File: config.mk
export PLATFORM = sky130hd
export DESIGN_NAME = perfect_number_checker_unit
export DESIGN_NICKNAME = d
export VERILOG_FILES = /design/src/sv/pnc_pkg.sv /design/src/sv/pnc_div.sv /design/src/sv/perfect_number_checker_unit.sv
export SDC_FILE = /design/constraint.sdc
export NUM_CORES = 1
export LEC_CHECK = 0
export ABC_AREA = 0
export BUFFER_PORTS_ARGS = -buffer_cell sky130_fd_sc_hd__buf_2
export CORE_UTILIZATION = 48
export DETAILED_ROUTE_END_ITERATION = 16
export HOLD_SLACK_MARGIN = 0.08
export SYNTH_ARGS = -nofsm -noshare
export SYNTH_HDL_FRONTEND = slang
export SYNTH_SLANG_ARGS = --single-unit
File: constraint.sdc
create_clock -name clk_i -period 5.7 [get_ports clk_i]
set_input_delay 0.855 -clock clk_i [delete_from_list [all_inputs] [get_ports clk_i]]
set_output_delay 0.855 -clock clk_i [all_outputs]
set_load 0.01 [all_outputs]
File: src/sv/pnc_pkg.sv
package pnc_pkg;

  localparam int NUMBER_WIDTH_DEF = 32;

  // Microprogram step address
  localparam int StepW = 5;
  typedef logic [StepW-1:0] step_t;

  localparam step_t STEP_IDLE     = 5'd0;
  localparam step_t STEP_SIZE     = 5'd1;
  localparam step_t STEP_DIV1     = 5'd2;
  localparam step_t STEP_WAIT1    = 5'd3;
  localparam step_t STEP_ROOT     = 5'd4;
  localparam step_t STEP_LOW_REM  = 5'd5;
  localparam step_t STEP_LOW_CHK  = 5'd6;
  localparam step_t STEP_LOW_ADD  = 5'd7;
  localparam step_t STEP_INC      = 5'd8;
  localparam step_t STEP_DEC      = 5'd9;
  localparam step_t STEP_LOW_END  = 5'd10;
  localparam step_t STEP_DIV2     = 5'd11;
  localparam step_t STEP_WAIT2    = 5'd12;
  localparam step_t STEP_HIGH_REM = 5'd13;
  localparam step_t STEP_HIGH_SQ  = 5'd14;
  localparam step_t STEP_HIGH_CHK = 5'd15;
  localparam step_t STEP_HIGH_ADD = 5'd16;
  localparam step_t STEP_FIN      = 5'd17;
  localparam step_t STEP_RETURN   = 5'd18;

  typedef enum logic [2:0] {
    ACT_NONE,
    ACT_LOAD,
    ACT_DIV_START,
    ACT_ADD_D,
    ACT_INC_D,
    ACT_DEC_D,
    ACT_ADD_Q,
    ACT_WRITE_OUT
  } act_e;

  typedef enum logic [3:0] {
    C_NEVER,
    C_ALWAYS,
    C_NO_INPUT,
    C_MAG_LT2,
    C_DIV_BUSY,
    C_Q_LT_D,
    C_Q_EQ_D,
    C_R_NZ,
    C_SUM_GT,
    C_D_LT2,
    C_OUT_BLOCKED
  } cond_e;

  // Control word: action this step, then jump to target if cond holds, else fall through
  typedef struct packed {
    act_e  act;
    cond_e cond;
    step_t target;
  } uword_t;

  function automatic uword_t ucode(step_t step);
    uword_t uw;
    unique case (step)
      STEP_IDLE:     uw = '{act: ACT_LOAD,      cond: C_NO_INPUT,    target: STEP_IDLE};
      STEP_SIZE:     uw = '{act: ACT_NONE,      cond: C_MAG_LT2,     target: STEP_FIN};
      // ascending divisors up to the square root
      STEP_DIV1:     uw = '{act: ACT_DIV_START, cond: C_NEVER,       target: STEP_IDLE};
      STEP_WAIT1:    uw = '{act: ACT_NONE,      cond: C_DIV_BUSY,    target: STEP_WAIT1};
      STEP_ROOT:     uw = '{act: ACT_NONE,      cond: C_Q_LT_D,      target: STEP_DEC};
      STEP_LOW_REM:  uw = '{act: ACT_NONE,      cond: C_R_NZ,        target: STEP_INC};
      STEP_LOW_CHK:  uw = '{act: ACT_NONE,      cond: C_SUM_GT,      target: STEP_FIN};
      STEP_LOW_ADD:  uw = '{act: ACT_ADD_D,     cond: C_NEVER,       target: STEP_IDLE};
      STEP_INC:      uw = '{act: ACT_INC_D,     cond: C_ALWAYS,      target: STEP_DIV1};
      // paired divisors, walked back down so the cofactors ascend
      STEP_DEC:      uw = '{act: ACT_DEC_D,     cond: C_NEVER,       target: STEP_IDLE};
      STEP_LOW_END:  uw = '{act: ACT_NONE,      cond: C_D_LT2,       target: STEP_FIN};
      STEP_DIV2:     uw = '{act: ACT_DIV_START, cond: C_NEVER,       target: STEP_IDLE};
      STEP_WAIT2:    uw = '{act: ACT_NONE,      cond: C_DIV_BUSY,    target: STEP_WAIT2};
      STEP_HIGH_REM: uw = '{act: ACT_NONE,      cond: C_R_NZ,        target: STEP_DEC};
      STEP_HIGH_SQ:  uw = '{act: ACT_NONE,      cond: C_Q_EQ_D,      target: STEP_DEC};
      STEP_HIGH_CHK: uw = '{act: ACT_NONE,      cond: C_SUM_GT,      target: STEP_FIN};
      STEP_HIGH_ADD: uw = '{act: ACT_ADD_Q,     cond: C_ALWAYS,      target: STEP_DEC};
      STEP_FIN:      uw = '{act: ACT_WRITE_OUT, cond: C_OUT_BLOCKED, target: STEP_FIN};
      STEP_RETURN:   uw = '{act: ACT_NONE,      cond: C_ALWAYS,      target: STEP_IDLE};
      default:       uw = '{act: ACT_NONE,      cond: C_ALWAYS,      target: STEP_IDLE};
    endcase
    return uw;
  endfunction

endpackage

File: src/sv/pnc_div.sv
module pnc_div #(
  parameter int Width = pnc_pkg::NUMBER_WIDTH_DEF
) (
  input  logic             clk_i,
  input  logic             rst_ni,
  input  logic             start_i,
  input  logic [Width-1:0] dividend_i,
  input  logic [Width-1:0] divisor_i,
  output logic             busy_o,
  output logic [Width-1:0] quot_o,
  output logic [Width-1:0] rem_o
);
  import pnc_pkg::*;

  localparam int CntW = $clog2(Width + 1);

  logic [CntW-1:0]  cnt_q, cnt_d;
  logic [Width-1:0] quot_q, quot_d;
  logic [Width-1:0] rem_q, rem_d;
  logic [Width:0]   shifted;
  logic [Width:0]   diff;

  // One quotient bit a cycle, restoring; divisor must hold while busy
  always_comb begin
    shifted = {rem_q, quot_q[Width-1]};
    diff    = shifted - {1'b0, divisor_i};
    cnt_d   = cnt_q;
    quot_d  = quot_q;
    rem_d   = rem_q;
    if (start_i) begin
      cnt_d  = CntW'(Width);
      quot_d = dividend_i;
      rem_d  = '0;
    end else if (busy_o) begin
      cnt_d  = cnt_q - CntW'(1);
      quot_d = {quot_q[Width-2:0], ~diff[Width]};
      rem_d  = diff[Width] ? shifted[Width-1:0] : diff[Width-1:0];
    end
  end

  always_ff @(posedge clk_i or negedge rst_ni) begin
    if (!rst_ni) begin
      cnt_q <= '0;
    end else begin
      cnt_q <= cnt_d;
    end
  end

  always_ff @(posedge clk_i) begin
    quot_q <= quot_d;
    rem_q  <= rem_d;
  end

  assign busy_o = (cnt_q != '0);
  assign quot_o = quot_q;
  assign rem_o  = rem_q;

endmodule

File: src/sv/perfect_number_checker_unit.sv
// Perfect number checker.
// Input channel (in_valid_i / in_ready_o) carries one signed number_i a beat.
// Output channel (out_valid_o / out_ready_i) returns one beat per input:
// is_perfect_o and divisor_sum_o, the sum of proper divisors of |number_i|
// or the partial sum at which it first passed |number_i|.
// A microcoded sequencer walks trial divisors d upwards while d*d <= |n|,
// then walks them back down to add the paired cofactors in ascending order.
// Every trial runs through a bit-serial divider, and an item runs roughly
// 2 * sqrt(|n|) trials, fewer when the sum overshoots early. For |n| below
// 2 no trial runs: the sequencer goes straight to writing the result.
// One item is worked at a time: in_ready_o is high only while the sequencer
// idles. A finished result sits in the output register; the next item is
// accepted while it waits, and if the receiver still stalls when that item
// finishes, the sequencer holds until the register frees.
// Reset empties the output register and idles the sequencer.
module perfect_number_checker_unit #(
  parameter int NUMBER_WIDTH = pnc_pkg::NUMBER_WIDTH_DEF
) (
  input  logic                           clk_i,
  input  logic                           rst_ni,
  input  logic                           in_valid_i,
  output logic                           in_ready_o,
  input  logic signed [NUMBER_WIDTH-1:0] number_i,
  output logic                           out_valid_o,
  input  logic                           out_ready_i,
  output logic                           is_perfect_o,
  output logic        [NUMBER_WIDTH-1:0] divisor_sum_o
);
  import pnc_pkg::*;

  step_t  step_q, step_d;
  uword_t uw;
  logic   take;

  logic [NUMBER_WIDTH-1:0] mag_q, mag_d;
  logic                    neg_q, neg_d;
  logic [NUMBER_WIDTH-1:0] d_q, d_d;
  logic [NUMBER_WIDTH-1:0] sum_q, sum_d;
  logic [NUMBER_WIDTH-1:0] raw;

  logic                    out_valid_q, out_valid_d;
  logic                    perfect_q, perfect_d;
  logic [NUMBER_WIDTH-1:0] res_sum_q, res_sum_d;
  logic                    out_free;
  logic                    out_load;

  logic                    div_start;
  logic                    div_busy;
  logic [NUMBER_WIDTH-1:0] quot;
  logic [NUMBER_WIDTH-1:0] rem;

  pnc_div #(
    .Width(NUMBER_WIDTH)
  ) u_div (
    .clk_i,
    .rst_ni,
    .start_i   (div_start),
    .dividend_i(mag_q),
    .divisor_i (d_q),
    .busy_o    (div_busy),
    .quot_o    (quot),
    .rem_o     (rem)
  );

  assign uw         = ucode(step_q);
  assign raw        = $unsigned(number_i);
  assign in_ready_o = (step_q == STEP_IDLE);
  assign out_free   = !out_valid_q || out_ready_i;
  assign div_start  = (uw.act == ACT_DIV_START);
  assign out_load   = (uw.act == ACT_WRITE_OUT) && out_free;

  // Branch condition
  always_comb begin
    unique case (uw.cond)
      C_NEVER:       take = 1'b0;
      C_ALWAYS:      take = 1'b1;
      C_NO_INPUT:    take = !in_valid_i;
      C_MAG_LT2:     take = (mag_q[NUMBER_WIDTH-1:1] == '0);
      C_DIV_BUSY:    take = div_busy;
      C_Q_LT_D:      take = (quot < d_q);
      C_Q_EQ_D:      take = (quot == d_q);
      C_R_NZ:        take = (rem != '0);
      C_SUM_GT:      take = (sum_q > mag_q);
      C_D_LT2:       take = (d_q[NUMBER_WIDTH-1:1] == '0);
      C_OUT_BLOCKED: take = !out_free;
      default:       take = 1'b1;
    endcase
  end

  always_comb begin
    step_d = take ? uw.target : step_q + step_t'(1);
  end

  // Datapath actions
  always_comb begin
    mag_d = mag_q;
    neg_d = neg_q;
    d_d   = d_q;
    sum_d = sum_q;
    unique case (uw.act)
      ACT_LOAD: begin
        if (in_valid_i) begin
          neg_d = raw[NUMBER_WIDTH-1];
          mag_d = raw[NUMBER_WIDTH-1] ? -raw : raw;
          d_d   = NUMBER_WIDTH'(1);
          sum_d = '0;
        end
      end
      ACT_ADD_D: sum_d = sum_q + d_q;
      ACT_INC_D: d_d   = d_q + NUMBER_WIDTH'(1);
      ACT_DEC_D: d_d   = d_q - NUMBER_WIDTH'(1);
      ACT_ADD_Q: sum_d = sum_q + quot;
      default: ;
    endcase
  end

  // Output register: load when free, drop on the consumed beat
  always_comb begin
    out_valid_d = out_valid_q;
    perfect_d   = perfect_q;
    res_sum_d   = res_sum_q;
    if (out_ready_i) begin
      out_valid_d = 1'b0;
    end
    if (out_load) begin
      out_valid_d = 1'b1;
      perfect_d   = !neg_q && (mag_q != '0) && (sum_q == mag_q);
      res_sum_d   = sum_q;
    end
  end

  always_ff @(posedge clk_i or negedge rst_ni) begin
    if (!rst_ni) begin
      step_q      <= STEP_IDLE;
      out_valid_q <= 1'b0;
    end else begin
      step_q      <= step_d;
      out_valid_q <= out_valid_d;
    end
  end

  always_ff @(posedge clk_i) begin
    mag_q     <= mag_d;
    neg_q     <= neg_d;
    d_q       <= d_d;
    sum_q     <= sum_d;
    perfect_q <= perfect_d;
    res_sum_q <= res_sum_d;
  end

  assign out_valid_o   = out_valid_q;
  assign is_perfect_o  = perfect_q;
  assign divisor_sum_o = res_sum_q;

`ifndef NO_ASSERTIONS
  a_accept_starts: assert property (@(posedge clk_i) disable iff (!rst_ni)
    in_valid_i && in_ready_o |=> step_q == STEP_SIZE)
    else $error("accepted beat did not start the program");

  a_div_idle_start: assert property (@(posedge clk_i) disable iff (!rst_ni)
    div_start |-> !div_busy)
    else $error("divider restarted while busy");

  a_div_only_in_wait: assert property (@(posedge clk_i) disable iff (!rst_ni)
    div_busy |-> (step_q == STEP_WAIT1 || step_q == STEP_WAIT2))
    else $error("divider running outside a wait step");

  a_pair_trial_above_one: assert property (@(posedge clk_i) disable iff (!rst_ni)
    step_q == STEP_DIV2 |-> d_q[NUMBER_WIDTH-1:1] != '0)
    else $error("paired trial with divisor below two");

  a_result_lands: assert property (@(posedge clk_i) disable iff (!rst_ni)
    out_load |=> out_valid_o && step_q == STEP_RETURN)
    else $error("finished item did not reach the output register");
`endif

endmodule
==> results.toml <==
[status]
status = "finished clean"

[finish]
antenna_cells = 0
drive_gt1_frac = 0.0878
final_common_cell = "ha_1"
fillers = 2923
final_nets = 1950
layout_common_cells = "ha_1, edfxtp_1, o21ai_0"
area_growth_pct = 10.4

[clock_network]
clk_path_buf_depth = 3
htreeDepth = 1
ctsRootBufferMaster = "clkbuf_16"
cts_buffers = 26
clk_pin_slew_ps = 70
cts_tree = "done"
cts_hold_buf = 0
clkLatencyLatePin_ps = 540
clock_sink_count = 206
cts_setup_buffers = 0
postCtsResizedCells = 0

[grt]
antenna_found_initial = 0
grt_pass1_wl_mm = 68.8
track_usage = 0.264
overflow = 0
grt_pass1_vias = 12300
grt_max_degree = 51

[route]
finalWirelength_mm = 43.6
route.antenna.remaining_nets = 0
viasPerCell = 6.00
vias = 13000
drt-initial-drc-count = 909
drtPass1Iterations = 5
drc = 0
wl_per_cell_um = 20.1

[floorplan]
ios = 71
die_area_um2 = 33200
die_x_um = 182
start_util = 0.491
core_area_um2 = 31700
rows = 65
fp.dieH_um = 182

[pwr]
totalPowerFinal_w = 0.0124
irDropWorstVdd_uv = 375
leakagePower_nw = 7.29
power.density_nw_per_um2 = 719

[synthesis]
yosysTopAreaCell = "edfxtp_1"
syn-instance-count = 1684
ys_ff_latch = 206
syn-cell-area_um2 = 15600
ys_types = 77
ys_seq_area_frac = 0.372
async_flop_share = 0.0583
synth_flop_cell = "edfxtp_1"
yosys-top-cells-area = "edfxtp_1, ha_1, o21ai_0"
yosysTopAreaCellShare = 0.312
avgSynthCellArea_um2 = 9.26
syn_nets = 1888
synth_warnings = 0
synth_edf_count = 162

[sta]
fin_crit_ps = 5070
maxSlewHeadroom = 0.270
hold_viol = 0
timing.fmax_mhz = 197
setup-tns-final_ps = 0
slew_violations = 0
skew_ps = 12.3
finalSetupViolations = 0
tightest_slew_ps = 1080
rsz0062_at_grt = "no"
post-route-period-util = 0.890

[critical_path]
worstSetupStartpoint = "step_q[1]"
rr_startpoint = "step_q[1]"
crit_arrival_ps = 5360
required_ps = 5990
end_kind = "register"
worstSetupPathType = "register to register"
startpoint_type = "register"
cp_max_fo = 23

[hold_path]
hold_path.class = "primary input to asynchronous set/reset pin"

[placement]
place_hpwl_mm = 33.7
io_buffers = 70
gp_congestion = 0.916

[run]
max-cap-violations = 0
## report_power, final
part | switching (W) | internal (W)
clock network | 0.000662 | 0.000919
logic | 0.00450 | 0.00308
registers | 0.000661 | 0.00255
## final timing paths
path	end	slack [ps]	cells past startpoint
max	sum_q[24]	630	18
min	out_valid_o	190	1
max reg2reg	sum_q[24]	630	18
min reg2reg	divisor_sum_o[0]	500	0
max in group asynchronous	step_q[0]	5280	1
min in group clk_i	divisor_sum_o[0]	500	0
## logic make-up after synthesis
family / after synthesis / share of synthesized area
fa+ha+maj: 168 / 0.136
buf+inv: 153 / 0.0380
xor+xnor: 104 / 0.0589
simple gates: 498 / 0.157
flops: 206 / 0.372
compound gates: 514 / 0.211
mux: 41 / 0.0269
## synth_stat cells (11+ instances only)
master    instances
ha_1            165
edfxtp_1        162
o21ai_0         158
nand2_1         134
nor2_1          129
a21oi_1         115
inv_1            94
xnor2_1          70
a21o_1           66
clkbuf_1         47
nor3_1           40
mux2i_1          34
xor2_1           33
dfxtp_1          32
nor4_1           31
o21a_1           30
a211oi_1         29
nand3_1          28
nand4_1          25
nor2b_1          24
o31ai_1          19
or3_1            19
nand2b_1         17
and3_1           14
dfrtp_1          12
a31oi_1          11
## sequential cells by signal, summed over array words and instances (netlist names)
signal / flops
d_q: 32
divisor_sum_o: 32
is_perfect_o: 1
mag_q: 32
neg_q: 1
out_valid_o: 1
step_q: 5
sum_q: 32
u_div.cnt_q: 6
u_div.quot_o: 32
u_div.rem_o: 32
## final cells by class
cell class,instances,area (um^2),share of cell area
Clock buffer,34,712,0.0414
Clock inverter,13,91.3,0.00531
Inverter,95,357,0.0207
Multi-Input combinational cell,1325,9220,0.536
Sequential cell,206,5810,0.337
Tap cell,402,503,0.0292
Timing Repair Buffer,92,515,0.0300
## metrics by stage
step / setup WS, ps / instances / hold WS (ps) / cell area (um^2) / utilization
final: 627 / 2167 / 187 / 17200 / 0.543
after CTS: 631 / 2167 / 185 / 17200 / 0.543
after global placement: 627 / 2120 / 485 / 16400 / 0.517
after floorplan: 912 / 1684 / 457 / 15600 / -
after detailed placement: 672 / 2120 / 495 / 16400 / 0.517
after global routing: 139 / 2167 / 203 / 17200 / 0.543
## metal layers
layer | GRT usage | vias up | wire length, um | part of all wire
met5 | 0 | - | 0 | 0
met3 | 0.0253 | 53 | 2070 | 0.047
li1 | - | 6430 | - | -
met1 | 0.383 | 6197 | 21100 | 0.48
met4 | 0.0642 | 0 | 980 | 0.022
met2 | 0.423 | 327 | 19500 | 0.45
## critical path, stage by stage (launching register included)
cell	delay (ps)
dfrtp_1	550
inv_1	190
ha_1	300
mux2i_1	150
o21ai_0	160
nor4_4	390
buf_4	290
o21ai_0	110
ha_1	330
nor2b_1	170
o31a_1	270
a211oi_1	200
o21bai_1	220
a21o_1	240
a21o_1	220
a2111oi_0	490
buf_4	200
o41ai_1	60
mux2_2	270
(Power assumes the default switching activity.)
